[src/assert_macros.svh]
// Assertion macros shared by the gamepad velocity block.
// Depends on nothing; included by the modules that carry assertions.
`ifndef ASSERT_MACROS_SVH
`define ASSERT_MACROS_SVH

// Same-cycle implication, checked at every rising edge outside reset.
`define ASSERT_IMPLY(lbl, ck, rs, ante, cons) \
  lbl: assert property (@(posedge ck) disable iff (rs) (ante) |-> (cons)) \
    else $error("assertion failed");

// Next-cycle implication, checked at every rising edge outside reset.
`define ASSERT_NEXT(lbl, ck, rs, ante, cons) \
  lbl: assert property (@(posedge ck) disable iff (rs) (ante) |=> (cons)) \
    else $error("assertion failed");

`endif

[src/gtvc_pkg.sv]
// Types, constants and helper functions for the gamepad velocity block.
// Depends on nothing; used by every module of the block.
package gtvc_pkg;

  // Arithmetic widths; the rounded dividend never exceeds 48 bits.
  localparam int AccW = 48;
  localparam int QuoW = 32;
  localparam int QuoLsb = 16;
  localparam int MulAW = 35;
  localparam int MulBW = 16;
  localparam int DivCntW = 5;
  localparam logic [DivCntW-1:0] DivLast = 5'd31;
  localparam int RoundShift = 15;

  localparam logic [8:0] ScaleOne = 9'd256;
  localparam logic [11:0] MultReset = 12'd256;
  localparam logic [31:0] PosLimit = 32'd8388607;
  localparam logic [31:0] NegLimit = 32'd8388608;
  localparam logic [23:0] PosSat = 24'h7FFFFF;
  localparam logic [23:0] NegSat = 24'h800000;

  // Register reset values.
  localparam logic [8:0] DeadZoneReset = 9'd32;
  localparam logic [15:0] MaxSpeedReset = 16'd2560;
  localparam logic [8:0] FineScaleReset = 9'd64;
  localparam logic [7:0] MultStepReset = 8'd26;
  localparam logic [11:0] MultMinReset = 12'd26;
  localparam logic [11:0] MultMaxReset = 12'd768;
  localparam logic [9:0] TrigThreshReset = 10'd512;

  typedef enum logic [2:0] {
    REG_DEAD_ZONE         = 3'd0,
    REG_MAX_SPEED         = 3'd1,
    REG_FINE_SCALE        = 3'd2,
    REG_MULT_STEP         = 3'd3,
    REG_MULT_MIN          = 3'd4,
    REG_MULT_MAX          = 3'd5,
    REG_TRIGGER_THRESHOLD = 3'd6
  } reg_idx_t;

  typedef struct packed {
    logic [8:0]  dead_zone;
    logic [15:0] max_speed;
    logic [8:0]  fine_scale;
    logic [7:0]  mult_step;
    logic [11:0] mult_min;
    logic [11:0] mult_max;
    logic [9:0]  trigger_threshold;
  } cfg_t;

  typedef enum logic [2:0] {
    S_IDLE, S_MUL_A, S_MUL_S, S_MUL_M, S_ROUND, S_DIV, S_SAT, S_FINISH
  } state_t;

  typedef enum logic [2:0] {
    OP_NONE, OP_MUL_A, OP_MUL_S, OP_MUL_M, OP_ROUND, OP_DIV, OP_SAT
  } dp_op_t;

  // Commands from the controller to the datapath.
  typedef struct packed {
    logic   capture;
    dp_op_t op;
    logic   axis_sel;
    logic   load_out;
  } dp_cmd_t;

  // Status from the datapath to the controller.
  typedef struct packed {
    logic out_free;
  } dp_stat_t;

  // Step a multiplier up, clamped at the maximum.
  function automatic logic [11:0] mult_up(input logic [11:0] m, input logic [7:0] step,
                                          input logic [11:0] mx);
    logic [12:0] v;
    v = {1'b0, m} + {5'd0, step};
    return (v < {1'b0, mx}) ? v[11:0] : mx;
  endfunction

  // Step a multiplier down, clamped at the minimum without wrapping.
  function automatic logic [11:0] mult_down(input logic [11:0] m, input logic [7:0] step,
                                            input logic [11:0] mn);
    logic signed [13:0] v;
    v = $signed({2'b00, m}) - $signed({6'd0, step});
    return (v > $signed({2'b00, mn})) ? v[11:0] : mn;
  endfunction

endpackage

[src/gtvc_regs.sv]
// APB configuration registers of the gamepad velocity block.
// Depends on gtvc_pkg for the register map and the configuration struct.
module gtvc_regs (
  input  logic            clk,
  input  logic            rst,
  input  logic            psel,
  input  logic            penable,
  input  logic            pwrite,
  input  logic [4:0]      paddr,
  input  logic [31:0]     pwdata,
  output logic [31:0]     prdata,
  output logic            pready,
  output gtvc_pkg::cfg_t  cfg
);

  logic       wr_en;
  logic [2:0] idx;

  assign pready = 1'b1;
  assign wr_en  = psel && penable && pwrite;
  assign idx    = paddr[4:2];

  // Register writes; unknown indexes are ignored.
  always_ff @(posedge clk) begin
    if (rst) begin
      cfg.dead_zone         <= gtvc_pkg::DeadZoneReset;
      cfg.max_speed         <= gtvc_pkg::MaxSpeedReset;
      cfg.fine_scale        <= gtvc_pkg::FineScaleReset;
      cfg.mult_step         <= gtvc_pkg::MultStepReset;
      cfg.mult_min          <= gtvc_pkg::MultMinReset;
      cfg.mult_max          <= gtvc_pkg::MultMaxReset;
      cfg.trigger_threshold <= gtvc_pkg::TrigThreshReset;
    end else if (wr_en) begin
      unique case (idx)
        gtvc_pkg::REG_DEAD_ZONE:         cfg.dead_zone <= pwdata[8:0];
        gtvc_pkg::REG_MAX_SPEED:         cfg.max_speed <= pwdata[15:0];
        gtvc_pkg::REG_FINE_SCALE:        cfg.fine_scale <= pwdata[8:0];
        gtvc_pkg::REG_MULT_STEP:         cfg.mult_step <= pwdata[7:0];
        gtvc_pkg::REG_MULT_MIN:          cfg.mult_min <= pwdata[11:0];
        gtvc_pkg::REG_MULT_MAX:          cfg.mult_max <= pwdata[11:0];
        gtvc_pkg::REG_TRIGGER_THRESHOLD: cfg.trigger_threshold <= pwdata[9:0];
        default: ;
      endcase
    end
  end

  // Read-back mux.
  always_comb begin
    unique case (idx)
      gtvc_pkg::REG_DEAD_ZONE:         prdata = 32'(cfg.dead_zone);
      gtvc_pkg::REG_MAX_SPEED:         prdata = 32'(cfg.max_speed);
      gtvc_pkg::REG_FINE_SCALE:        prdata = 32'(cfg.fine_scale);
      gtvc_pkg::REG_MULT_STEP:         prdata = 32'(cfg.mult_step);
      gtvc_pkg::REG_MULT_MIN:          prdata = 32'(cfg.mult_min);
      gtvc_pkg::REG_MULT_MAX:          prdata = 32'(cfg.mult_max);
      gtvc_pkg::REG_TRIGGER_THRESHOLD: prdata = 32'(cfg.trigger_threshold);
      default:                         prdata = 32'd0;
    endcase
  end

endmodule

[src/gtvc_dp.sv]
// Datapath: frame capture, shared multiplier, bit-serial divider, button state, output beat.
// Depends on gtvc_pkg and assert_macros.svh; driven by gtvc_ctrl.
`include "assert_macros.svh"

module gtvc_dp #(
  parameter int STICK_FULL_SCALE = 512
) (
  input  logic                  clk,
  input  logic                  rst,
  input  gtvc_pkg::cfg_t        cfg,
  input  gtvc_pkg::dp_cmd_t     cmd,
  output gtvc_pkg::dp_stat_t    stat,
  input  logic signed [9:0]     stick_x,
  input  logic signed [9:0]     stick_y,
  input  logic [9:0]            trigger_level,
  input  logic                  fine_hold,
  input  logic                  latch_button,
  input  logic                  stop_button,
  input  logic                  estop_button,
  input  logic                  home_button,
  input  logic [3:0]            dpad_bits,
  input  logic                  menu_button,
  output logic                  out_valid,
  input  logic                  out_stall,
  output logic signed [23:0]    pan_velocity,
  output logic signed [23:0]    tilt_velocity,
  output logic                  laser_on,
  output logic                  stop_pulse,
  output logic                  estop_pulse,
  output logic                  home_pulse,
  output logic                  limits_toggle_pulse
);

  localparam int DW = $clog2(STICK_FULL_SCALE + 1);
  localparam int RW = DW + 1;
  localparam logic [16:0] FullExt = 17'(STICK_FULL_SCALE);

  // Captured frame.
  logic signed [9:0] sx, sy;
  logic [9:0]        trig;
  logic              fine;
  logic [3:0]        btn, dpad;
  logic              menu;

  // State kept across frames.
  logic [3:0]  last_buttons, last_dpad;
  logic        last_menu;
  logic [11:0] pan_mult, tilt_mult;
  logic        laser_latched, strobe_phase;

  // Arithmetic registers.
  logic [gtvc_pkg::AccW-1:0] acc;
  logic [RW-1:0]             rem;
  logic signed [23:0]        pan_vel, tilt_vel;

  // Per-axis operand selection.
  logic signed [9:0]          raw;
  logic                       raw_neg, raw_pos;
  logic [9:0]                 mag_abs, above;
  logic [16:0]                dz_ext, d_full;
  logic                       zero_axis;
  logic [DW-1:0]              div_d;
  logic [8:0]                 scale;
  logic [11:0]                mult;
  logic [gtvc_pkg::MulAW-1:0] mul_a;
  logic [gtvc_pkg::MulBW-1:0] mul_b;
  logic [gtvc_pkg::MulAW+gtvc_pkg::MulBW-1:0] product;
  logic [RW-1:0]              rem_sh, rem_sub;
  logic                       ge;
  logic [gtvc_pkg::AccW-1:0]  round_add;
  logic [gtvc_pkg::QuoW-1:0]  quo;
  logic [23:0]                qs_pos, vel_pos, vel_neg;
  logic signed [23:0]         vel;

  // Frame-end update values.
  logic [3:0]  rose, drose;
  logic        mrose, held, sp_next, latch_next;
  logic [11:0] pan_m1, pan_m2, tilt_m1, tilt_m2;

  assign raw     = cmd.axis_sel ? sy : sx;
  assign raw_neg = raw[9];
  assign raw_pos = !raw_neg && (raw != 10'sd0);
  assign mag_abs = raw_neg ? (~raw + 10'd1) : raw;
  assign above   = mag_abs - {1'b0, cfg.dead_zone};
  assign dz_ext  = {8'd0, cfg.dead_zone};
  assign d_full  = FullExt - dz_ext;
  assign div_d   = d_full[DW-1:0];
  assign zero_axis = (mag_abs < {1'b0, cfg.dead_zone}) || (dz_ext >= FullExt);
  assign scale   = fine ? cfg.fine_scale : gtvc_pkg::ScaleOne;
  assign mult    = cmd.axis_sel ? tilt_mult : pan_mult;

  // Shared multiplier: stick excursion, then speed, then scale, then multiplier.
  always_comb begin
    case (cmd.op)
      gtvc_pkg::OP_MUL_A: begin
        mul_a = gtvc_pkg::MulAW'(above);
        mul_b = cfg.max_speed;
      end
      gtvc_pkg::OP_MUL_S: begin
        mul_a = acc[gtvc_pkg::MulAW-1:0];
        mul_b = gtvc_pkg::MulBW'(scale);
      end
      default: begin
        mul_a = acc[gtvc_pkg::MulAW-1:0];
        mul_b = gtvc_pkg::MulBW'(mult);
      end
    endcase
  end
  assign product = mul_a * mul_b;

  // One restoring-division step; the quotient bits shift into the accumulator.
  assign rem_sh    = {rem[RW-2:0], acc[gtvc_pkg::AccW-1]};
  assign ge        = rem_sh >= {1'b0, div_d};
  assign rem_sub   = rem_sh - {1'b0, div_d};
  assign round_add = gtvc_pkg::AccW'(div_d) << gtvc_pkg::RoundShift;
  assign quo       = acc[gtvc_pkg::AccW-1:gtvc_pkg::QuoLsb];

  // Saturation and sign: a positive stick gives a negative velocity.
  assign qs_pos  = (quo > gtvc_pkg::NegLimit) ? gtvc_pkg::NegSat : quo[23:0];
  assign vel_pos = ~qs_pos + 24'd1;
  assign vel_neg = (quo > gtvc_pkg::PosLimit) ? gtvc_pkg::PosSat : quo[23:0];
  always_comb begin
    if (zero_axis) begin
      vel = 24'sd0;
    end else if (raw_pos) begin
      vel = $signed(vel_pos);
    end else begin
      vel = $signed(vel_neg);
    end
  end

  // Frame capture.
  always_ff @(posedge clk) begin
    if (cmd.capture) begin
      sx   <= stick_x;
      sy   <= stick_y;
      trig <= trigger_level;
      fine <= fine_hold;
      btn  <= {home_button, estop_button, stop_button, latch_button};
      dpad <= dpad_bits;
      menu <= menu_button;
    end
  end

  // Arithmetic sequence for one axis.
  always_ff @(posedge clk) begin
    case (cmd.op) inside
      gtvc_pkg::OP_MUL_A, gtvc_pkg::OP_MUL_S, gtvc_pkg::OP_MUL_M: begin
        acc <= product[gtvc_pkg::AccW-1:0];
      end
      gtvc_pkg::OP_ROUND: begin
        acc <= acc + round_add;
        rem <= '0;
      end
      gtvc_pkg::OP_DIV: begin
        acc <= {acc[gtvc_pkg::AccW-2:gtvc_pkg::QuoLsb], ge, gtvc_pkg::QuoLsb'(0)};
        rem <= ge ? rem_sub : rem_sh;
      end
      gtvc_pkg::OP_SAT: begin
        if (cmd.axis_sel) begin
          tilt_vel <= vel;
        end else begin
          pan_vel <= vel;
        end
      end
      default: ;
    endcase
  end

  // Edge detection, multiplier steps and laser logic for the frame end.
  assign rose  = btn & ~last_buttons;
  assign drose = dpad & ~last_dpad;
  assign mrose = menu & ~last_menu;
  assign pan_m1  = drose[2] ? gtvc_pkg::mult_up(pan_mult, cfg.mult_step, cfg.mult_max)
                            : pan_mult;
  assign pan_m2  = drose[3] ? gtvc_pkg::mult_down(pan_m1, cfg.mult_step, cfg.mult_min)
                            : pan_m1;
  assign tilt_m1 = drose[0] ? gtvc_pkg::mult_up(tilt_mult, cfg.mult_step, cfg.mult_max)
                            : tilt_mult;
  assign tilt_m2 = drose[1] ? gtvc_pkg::mult_down(tilt_m1, cfg.mult_step, cfg.mult_min)
                            : tilt_m1;
  assign held       = trig > cfg.trigger_threshold;
  assign sp_next    = held && !strobe_phase;
  assign latch_next = laser_latched ^ rose[0];

  // Persistent state, updated once per frame.
  always_ff @(posedge clk) begin
    if (rst) begin
      last_buttons  <= '0;
      last_dpad     <= '0;
      last_menu     <= 1'b0;
      pan_mult      <= gtvc_pkg::MultReset;
      tilt_mult     <= gtvc_pkg::MultReset;
      laser_latched <= 1'b0;
      strobe_phase  <= 1'b0;
    end else if (cmd.load_out) begin
      last_buttons  <= btn;
      last_dpad     <= dpad;
      last_menu     <= menu;
      pan_mult      <= pan_m2;
      tilt_mult     <= tilt_m2;
      laser_latched <= latch_next;
      strobe_phase  <= sp_next;
    end
  end

  // Output beat register.
  always_ff @(posedge clk) begin
    if (rst) begin
      out_valid <= 1'b0;
    end else if (cmd.load_out) begin
      out_valid <= 1'b1;
    end else if (!out_stall) begin
      out_valid <= 1'b0;
    end
  end

  always_ff @(posedge clk) begin
    if (cmd.load_out) begin
      pan_velocity        <= pan_vel;
      tilt_velocity       <= tilt_vel;
      laser_on            <= latch_next || (held && sp_next);
      stop_pulse          <= rose[1];
      estop_pulse         <= rose[2];
      home_pulse          <= rose[3];
      limits_toggle_pulse <= mrose;
    end
  end

  assign stat.out_free = !out_valid || !out_stall;

  `ASSERT_NEXT(a_load_sets_valid, clk, rst, cmd.load_out, out_valid)
  `ASSERT_NEXT(a_zero_pan, clk, rst,
    cmd.op == gtvc_pkg::OP_SAT && !cmd.axis_sel && zero_axis, pan_vel == 24'sd0)
  `ASSERT_NEXT(a_mult_hold, clk, rst, !cmd.load_out,
    $stable(pan_mult) && $stable(tilt_mult))

endmodule

[src/gtvc_ctrl.sv]
// Controller state machine that sequences the datapath through one frame.
// Depends on gtvc_pkg and assert_macros.svh; drives gtvc_dp.
`include "assert_macros.svh"

module gtvc_ctrl (
  input  logic                   clk,
  input  logic                   rst,
  input  logic                   in_valid,
  output logic                   in_stall,
  input  gtvc_pkg::dp_stat_t     stat,
  output gtvc_pkg::dp_cmd_t      cmd
);

  gtvc_pkg::state_t state, state_next;
  logic                          axis, axis_next;
  logic [gtvc_pkg::DivCntW-1:0]  cnt, cnt_next;

  // State registers.
  always_ff @(posedge clk) begin
    if (rst) begin
      state <= gtvc_pkg::S_IDLE;
      axis  <= 1'b0;
      cnt   <= '0;
    end else begin
      state <= state_next;
      axis  <= axis_next;
      cnt   <= cnt_next;
    end
  end

  // Next state and commands.
  always_comb begin
    state_next   = state;
    axis_next    = axis;
    cnt_next     = cnt;
    in_stall     = 1'b1;
    cmd.capture  = 1'b0;
    cmd.op       = gtvc_pkg::OP_NONE;
    cmd.axis_sel = axis;
    cmd.load_out = 1'b0;
    unique case (state)
      gtvc_pkg::S_IDLE: begin
        in_stall = 1'b0;
        if (in_valid) begin
          cmd.capture = 1'b1;
          axis_next   = 1'b0;
          state_next  = gtvc_pkg::S_MUL_A;
        end
      end
      gtvc_pkg::S_MUL_A: begin
        cmd.op     = gtvc_pkg::OP_MUL_A;
        state_next = gtvc_pkg::S_MUL_S;
      end
      gtvc_pkg::S_MUL_S: begin
        cmd.op     = gtvc_pkg::OP_MUL_S;
        state_next = gtvc_pkg::S_MUL_M;
      end
      gtvc_pkg::S_MUL_M: begin
        cmd.op     = gtvc_pkg::OP_MUL_M;
        state_next = gtvc_pkg::S_ROUND;
      end
      gtvc_pkg::S_ROUND: begin
        cmd.op     = gtvc_pkg::OP_ROUND;
        cnt_next   = '0;
        state_next = gtvc_pkg::S_DIV;
      end
      gtvc_pkg::S_DIV: begin
        cmd.op   = gtvc_pkg::OP_DIV;
        cnt_next = cnt + 1'b1;
        if (cnt == gtvc_pkg::DivLast) begin
          state_next = gtvc_pkg::S_SAT;
        end
      end
      gtvc_pkg::S_SAT: begin
        cmd.op = gtvc_pkg::OP_SAT;
        if (!axis) begin
          axis_next  = 1'b1;
          state_next = gtvc_pkg::S_MUL_A;
        end else begin
          state_next = gtvc_pkg::S_FINISH;
        end
      end
      gtvc_pkg::S_FINISH: begin
        if (stat.out_free) begin
          cmd.load_out = 1'b1;
          state_next   = gtvc_pkg::S_IDLE;
        end
      end
      default: state_next = gtvc_pkg::S_IDLE;
    endcase
  end

  `ASSERT_NEXT(a_capture_starts, clk, rst, cmd.capture, state == gtvc_pkg::S_MUL_A)
  `ASSERT_IMPLY(a_sat_after_div, clk, rst, state == gtvc_pkg::S_SAT,
    $past(state) == gtvc_pkg::S_DIV && $past(cnt) == gtvc_pkg::DivLast)
  `ASSERT_IMPLY(a_load_when_free, clk, rst, cmd.load_out, stat.out_free)

endmodule

[src/gamepad_to_velocity_commands.sv]
// Top level of the gamepad to pan/tilt velocity command block.
// Depends on gtvc_pkg, gtvc_regs, gtvc_ctrl and gtvc_dp.
//
// One gamepad frame is taken per input beat and gives one result beat. From acceptance
// to the next acceptance a frame runs a capture, then per axis three multiplies on a
// shared 35x16 multiplier, one rounding add and a 32-step bit-serial divider, plus one
// saturation step, and finally a load of the output register. The divider, run once
// per axis, dominates the frame time. A result waiting in the output register does not
// hold up the next frame's computation; only the final load waits for the output to be
// taken. The user must write configuration over the APB port only while the block is
// idle; the block itself does not enforce this.
module gamepad_to_velocity_commands #(
  parameter int STICK_FULL_SCALE = 512
) (
  input  logic               clk,
  input  logic               rst,
  input  logic               in_valid,
  output logic               in_stall,
  input  logic signed [9:0]  stick_x,
  input  logic signed [9:0]  stick_y,
  input  logic [9:0]         trigger_level,
  input  logic               fine_hold,
  input  logic               latch_button,
  input  logic               stop_button,
  input  logic               estop_button,
  input  logic               home_button,
  input  logic [3:0]         dpad_bits,
  input  logic               menu_button,
  output logic               out_valid,
  input  logic               out_stall,
  output logic signed [23:0] pan_velocity,
  output logic signed [23:0] tilt_velocity,
  output logic               laser_on,
  output logic               stop_pulse,
  output logic               estop_pulse,
  output logic               home_pulse,
  output logic               limits_toggle_pulse,
  input  logic               psel,
  input  logic               penable,
  input  logic               pwrite,
  input  logic [4:0]         paddr,
  input  logic [31:0]        pwdata,
  output logic [31:0]        prdata,
  output logic               pready
);

  gtvc_pkg::cfg_t     cfg;
  gtvc_pkg::dp_cmd_t  cmd;
  gtvc_pkg::dp_stat_t stat;

  // Configuration registers.
  gtvc_regs u_regs (
    .clk     (clk),
    .rst     (rst),
    .psel    (psel),
    .penable (penable),
    .pwrite  (pwrite),
    .paddr   (paddr),
    .pwdata  (pwdata),
    .prdata  (prdata),
    .pready  (pready),
    .cfg     (cfg)
  );

  // Frame sequencer.
  gtvc_ctrl u_ctrl (
    .clk      (clk),
    .rst      (rst),
    .in_valid (in_valid),
    .in_stall (in_stall),
    .stat     (stat),
    .cmd      (cmd)
  );

  // Arithmetic and per-frame state.
  gtvc_dp #(
    .STICK_FULL_SCALE (STICK_FULL_SCALE)
  ) u_dp (
    .clk                 (clk),
    .rst                 (rst),
    .cfg                 (cfg),
    .cmd                 (cmd),
    .stat                (stat),
    .stick_x             (stick_x),
    .stick_y             (stick_y),
    .trigger_level       (trigger_level),
    .fine_hold           (fine_hold),
    .latch_button        (latch_button),
    .stop_button         (stop_button),
    .estop_button        (estop_button),
    .home_button         (home_button),
    .dpad_bits           (dpad_bits),
    .menu_button         (menu_button),
    .out_valid           (out_valid),
    .out_stall           (out_stall),
    .pan_velocity        (pan_velocity),
    .tilt_velocity       (tilt_velocity),
    .laser_on            (laser_on),
    .stop_pulse          (stop_pulse),
    .estop_pulse         (estop_pulse),
    .home_pulse          (home_pulse),
    .limits_toggle_pulse (limits_toggle_pulse)
  );

endmodule
[config.mk]
export PLATFORM = sky130hd
export DESIGN_NAME = gamepad_to_velocity_commands
export DESIGN_NICKNAME = d
export VERILOG_FILES = /design/src/gtvc_pkg.sv /design/src/gtvc_regs.sv /design/src/gtvc_dp.sv /design/src/gtvc_ctrl.sv /design/src/gamepad_to_velocity_commands.sv
export VERILOG_INCLUDE_DIRS = /design/src /design/src/src
export SDC_FILE = /design/constraint.sdc
export NUM_CORES = 2
export LEC_CHECK = 0
export ABC_CLOCK_PERIOD_IN_PS = 10490
export BUFFER_PORTS_ARGS = -buffer_cell sky130_fd_sc_hd__buf_2
export CORE_MARGIN = 10
export CORE_UTILIZATION = 41
export DETAILED_ROUTE_END_ITERATION = 6
export GPL_TIMING_DRIVEN = 0
export PLACE_DENSITY = 0.69
export SYNTH_ARGS = -nofsm -noshare
export SYNTH_HDL_FRONTEND = slang
export SYNTH_HIERARCHICAL = 1
export SYNTH_SLANG_ARGS = --single-unit
[constraint.sdc]
create_clock -name clk -period 10.49 [get_ports clk]
set_input_delay 1.049 -clock clk [delete_from_list [all_inputs] [get_ports clk]]
set_output_delay 1.049 -clock clk [all_outputs]
set_load 0.03 [all_outputs]
# Word level (Yosys, flattened, before mapping)
# Index checks and enable logic that the tools add are counted.
[classes]
n_reduce_logical = 32
multipliers = 1
eq_ne = 24
n_mux = 40
order_cmp = 10
n_bitwise = 13
n_addsub = 11
[op_table]
columns = ["op", "count"]
rows = [
  ["48-bit 2-to-1 mux", 3],
  ["16-bit case mux with 7 select lines", 1],
  ["12-bit 2-to-1 mux", 9],
  ["24-bit 2-to-1 mux", 4],
  ["48-bit by 25-bit adder with 48-bit output", 1],
  ["35-bit by 16-bit multiplier with 48-bit output", 1],
  ["10-bit 2-to-1 mux", 4],
  ["35-bit 2-to-1 mux", 1],
  ["32-bit by 23-bit > comparator with 1-bit output, second input constant", 1],
  ["32-bit by 24-bit > comparator with 1-bit output, second input constant", 1],
  ["16-bit case mux with 2 select lines", 1],
  ["3-bit equality test, second input constant", 10],
  ["14-bit by 13-bit > comparator with 1-bit output", 2],
  ["12-bit by 8-bit adder with 13-bit output", 2],
  ["13-bit by 12-bit less-than comparator with 1-bit output", 2],
  ["12-bit by 8-bit subtractor with 13-bit output", 2],
  ["24-bit by 1-bit adder with 24-bit output, second input constant", 1],
  ["24-bit inverter", 1],
  ["3-bit case mux with 8 select lines", 1],
  ["3-bit by 2-bit equality test with 1-bit output, second input constant", 6],
  ["3-bit case mux with 6 select lines", 1],
  ["2-bit AND reduction", 9],
  ["3-bit 2-to-1 mux", 4],
  ["11-bit by 10-bit greater-or-equal comparator with 1-bit output", 1],
  ["other kinds (32)", 62],
]
[totals]
out_inout_bits = 88
input_bits = 84
register_bits = 320

# Logic depth before layout (Yosys ltp)
[depth]
word_depth = 8
ltp_mapped = 42
mapped_depth_nobuf = 38

# Modules after synthesis
# Netlist, hierarchy kept.
[by_module_without_submodules]
columns = ["mod", "area_each_um2", "cells_each", "seq_area_each_um2", "n_inst"]
rows = [
  ["gtvc_dp", 32600.0, 3627, 6696.4, 1],
  ["gtvc_regs", 3799.9, 427, 1521.5, 1],
  ["gtvc_ctrl", 513.0, 67, 180.2, 1],
]

# Worst setup path before layout
# Ideal clock, no wire load.
[synth_timing]
kind = "register to register"
from = "register u_ctrl.axis"
to = "register u_dp/acc[41] (netlist name), data pin"
slack_ns = 0.550
arrival_ns = 9.665
setup_ns = 0.274
stages_incl_launch_ff = 38
path_cell_list = "dfxtp_1 > buf_4 > clkbuf_1 > clkbuf_1 > buf_1 > mux2_2 > o21ai_0 > xor2_1 > ha_1 > a21boi_0 > o21ai_0 > a21oi_1 > or3_1 > a21oi_1 > clkbuf_1 > o21ai_0 > fa_1 > inv_1 > (+2 left out) > fa_1 > inv_1 > fa_1 > fa_1 > inv_1 > fa_1 > inv_1 > ha_1 > a21oi_1 > o21ai_0 > a311oi_1 > or2_2 > a21oi_1 > o41ai_1 > a2bb2oi_1 > o21ba_2 > xor2_1 > o221ai_1"
[synth_via]
elab_chain_cells = 8
word_cells_on_any_way = 10
cone_classes = "add/sub: 2; mul: 1; mux: 6; bitwise: 1"
[synth_lines]
columns = ["item", "line", "source"]
rows = [
  ["start, declared", "gtvc_ctrl.sv:15", "logic axis, axis_next;"],
  ["start signal, assigned", "gtvc_ctrl.sv:26", "axis <= axis_next;"],
  ["10-bit 2-to-1 mux", "gtvc_dp.sv:80", "assign raw = cmd.axis_sel ? sy : sx;"],
  ["10-bit inverter", "gtvc_dp.sv:83", "assign mag_abs = raw_neg ? (~raw + 10'd1) : raw;"],
  ["10-bit by 1-bit adder with 10-bit output", "gtvc_dp.sv:83", ""],
  ["10-bit 2-to-1 mux", "gtvc_dp.sv:83", ""],
  ["10-bit by 9-bit subtractor with 10-bit output", "gtvc_dp.sv:84", "assign above = mag_abs - {1'b0, cfg.dead_zone};"],
  ["35-bit 2-to-1 mux", "gtvc_dp.sv:94", "case (cmd.op)"],
  ["35-bit by 16-bit multiplier with 48-bit output *", "gtvc_dp.sv:109", "assign product = mul_a * mul_b;"],
  ["48-bit 2-to-1 mux *", "gtvc_dp.sv:147", "case (cmd.op) inside"],
  ["end signal, assigned", "gtvc_dp.sv:149", "acc <= product[gtvc_pkg::AccW-1:0];"],
  ["end signal, assigned", "gtvc_dp.sv:152", "acc <= acc + round_add;"],
  ["end signal, assigned", "gtvc_dp.sv:156", "acc <= {acc[gtvc_pkg::AccW-2:gtvc_pkg::QuoLsb], ge, gtvc_pkg::QuoLsb'(0)};"],
  ["end, declared", "gtvc_dp.sv:52", "logic [gtvc_pkg::AccW-1:0] acc;"],
]
# Every way passes the cells marked *; elsewhere a longest branch is shown, timed or not.
# A chain may end at the register's enable or synchronous reset.

==> impl_metrics.tcl <==
set metrics [dict create \
    status "complete, but fails checks" \
    violations "DRC" \
    multiInputGateArea_um2 25920 \
    drt-initial-drc-count 3121 \
    finalMaxSlewViolations 0 \
    synthCells 4121 \
    antenna_found_initial 3 \
    grt_max_degree 34 \
    io_buffers 135 \
    cp_slowest_cell "clkbuf_1" \
    avgSynthCellArea_um2 8.957 \
    power_density_nw_per_um2 162.3 \
    syn2layout_area_growth_pct 11.79 \
    r2r_cells 30 \
    cts_root_buf "clkbuf_16" \
    grt_pass1_wl_mm 179.9 \
    yosys-top-cells-area "fa_1 25%, edfxtp_1 16%, ha_1 7.7%" \
    total_power_mw 6.697 \
    layout-drive-gt1-share_pct 8.305 \
    dr.pass1.iters 7 \
    clkLatencyLatePin_ps 600 \
    yosysTopAreaCell "fa_1" \
    row_count 109 \
    cp_common_cell "fa_1" \
    totalWireLength_mm 116.5 \
    finalCriticalPeriod_ps 10180 \
    grt_pass1_vias 31030 \
    fin_crit_sh_pct 97.08 \
    whs_path_depth 0 \
    crit_type "reg -> reg" \
    initial_core_util_pct 41.51 \
    netlist.area_leader.share_pct 25.22 \
    core_um2 88920 \
    worst_slew_pin_slew_ps 1346 \
    yosysSeqAreaShare_pct 22.75 \
    crit_required_ps 10900 \
    cap_violations 0 \
    antenna_left 0 \
    cp-start-kind "flop" \
    syn_area_um2 36910 \
    dieArea_um2 102400 \
    max_freq_mhz 98.19 \
    io_pins 172 \
    synth_flop_cell "edfxtp_1" \
    synthArstFlopShare_pct 0 \
    hold_class "reg -> reg" \
    dp_hpwl_mm 93.96 \
    fillCellCount 8503 \
    grt.total_usage_pct 22.43 \
    ys_types 98 \
    holdBufCountCts 0 \
    total_leakage_power_nw 17.83 \
    finalClockSkew_ps 31.50 \
    via_per_inst 5.541 \
    cp_data_arrival_time_ps 10590 \
    drc 2 \
    cts_tree "yes" \
    crit_path_end_kind "flop" \
    cts_made_buffers 40 \
    nNetsFinal 5201 \
    grt_overflow_total 0 \
    fin_cells 5621 \
    place_congestion 0.9800 \
    regArea_um2 8399 \
    die_x_um 320.1 \
    fin_ws_ps 306.0 \
    slew_headroom_pct 9.508 \
    ys_warn_count 6 \
    hold_viol_final 0 \
    cts_num_sinks 320 \
    cts_buffer_depth 3 \
    synth_edf_count 199 \
    die_h_um 320.1 \
    ir_drop_uv 210.1 \
    vias 31150 \
    cp_max_fo 10 \
    clkTransAtPathRegs_ps 70 \
    place_inst 5539 \
    cts-htree-levels 2 \
    setup_viol 0 \
    wl_per_cell_um 20.72 \
    final_util_pct 46.40 \
    place_ws_ps -2709 \
    synth_seq_cells 320 \
    cpPeakStageDelay_ps 660 \
]
layout by cell type, fill, tap and decap left out, types with 14 or more instances in the layout:
master       n
buf_2      156
xnor2_1     65
o22ai_1     14
buf_4       34
nor2_1     270
ha_1       227
nand4_1     15
o21a_1      38
a32oi_1     18
or3_1       18
conb_1     111
edfxtp_1   199
dfxtp_1    120
buf_1       27
clkbuf_16   42
mux2_2      20
nand2_1    507
o211ai_1    20
mux2i_1    111
nor2b_1     45
xor2_1      37
nor3_1      54
nand2b_1    64
nand3_1     91
a21oi_1    224
o21ai_0    174
a21o_1      66
and2_1      83
a31oi_1     20
and3_1      32
inv_1      603
a21boi_0    14
fa_1       465
o31ai_1     14
a211oi_1    37
a22oi_1     18
clkbuf_1   143
path summary, 6_finish.rpt:
check,start,to,slack [ps]
hold / removal,u_dp/tilt_vel[23],u_dp/tilt_velocity[23],420
setup reg to reg,u_ctrl/state[2],u_dp/acc[43],310
hold reg to reg,u_dp/tilt_vel[23],u_dp/tilt_velocity[23],420
setup / recovery,u_ctrl/state[2],u_dp/acc[43],310
synthesized netlist by cell type (45+ instances only):
cell type,count
dfxtp_1,121
inv_1,603
nand3_1,91
xnor2_1,65
o21ai_0,179
ha_1,228
nor2_1,272
clkbuf_1,150
nor3_1,60
nand2_1,507
fa_1,465
edfxtp_1,199
nor2b_1,45
a21o_1,66
a21oi_1,229
and2_1,83
mux2i_1,112
nand2b_1,64
layer usage:
metal | part of all wire [%] | global-route usage [%]
met2 | 45 | 35.49
met1 | 40 | 29.27
met4 | 3.7 | 7.635
met5 | 0.039 | 0
met3 | 11 | 6.245
logic make-up (layout without fill, tap and decap cells):
family / after synthesis / in the layout / synth area share (%)
adders and majority gates: 693 / 693 / 32.95
buffers and inverters: 828 / 1055 / 8.745
DFF: 320 / 320 / 22.75
and+or+nand+nor: 1261 / 1261 / 15.90
muxes: 133 / 133 / 3.678
other: 4 / 112 / 0.04066
AOI/OAI and AO/OA: 778 / 778 / 13.47
xor gates and xnor gates: 104 / 104 / 2.468
state kept, by name (all words and copies together), names as in the netlist, 5 cells and up:
signal and flops:
u_dp/tilt_velocity 24, u_dp/pan_mult 12, u_dp/trig 10, u_dp/sy 10
u_dp/pan_vel 24, u_dp/pan_velocity 24, u_dp/rem 10, u_ctrl/cnt 5
u_regs/cfg 76, u_dp/tilt_vel 24, u_dp/sx 10, u_dp/tilt_mult 12
u_dp/acc 48
cell type report:
type / instances / area share, %
antenna: 1 / 0.006064
sequential: 320 / 20.36
inverter: 603 / 5.485
multi-input combinational: 3080 / 62.81
clock buffer: 58 / 2.799
timing repair buffer: 159 / 2.214
clock inverter: 15 / 0.3548
buffer: 220 / 2.444
tap: 1165 / 3.533
through the flow:
step	hold slack (ps)	instance area [um2]	setup TNS (ps)
2_1_floorplan	400.3	37310	0
3_3_place_gp	402.5	39450	-52590
3_5_place_dp	404.5	39620	-56960
4_1_cts	418.2	41070	0
5_1_grt	422.3	41260	-61.26
6_report	415.1	41260	0
critical path: cells and delay by family, from the launching register on:
| family | cells | cell delay (ps) |
|---|---|---|
| buffers and inverters | 9 | 2190 |
| adder cells (fa/ha/maj) | 7 | 3540 |
| flip-flops | 1 | 380 |
| multiplexers | 1 | 330 |
| AND/OR/NAND/NOR | 4 | 1180 |
| AO/OA/AOI/OAI | 9 | 2390 |
power by group:
part	internal, mW	switching, mW
Sequential	1.48	0.104
Clock	0.777	0.583
Combinational	1.35	2.41
Total	3.60	3.10
repair_timing:
action                                  4_1_cts  5_1_grt
setup buffers                                 1       11
endpoints found under the setup margin       37       24
endpoints found under the hold margin         0        0
resized for setup                            44       44
pin swaps                                     1       10
Power figures use the tool's default switching activity.
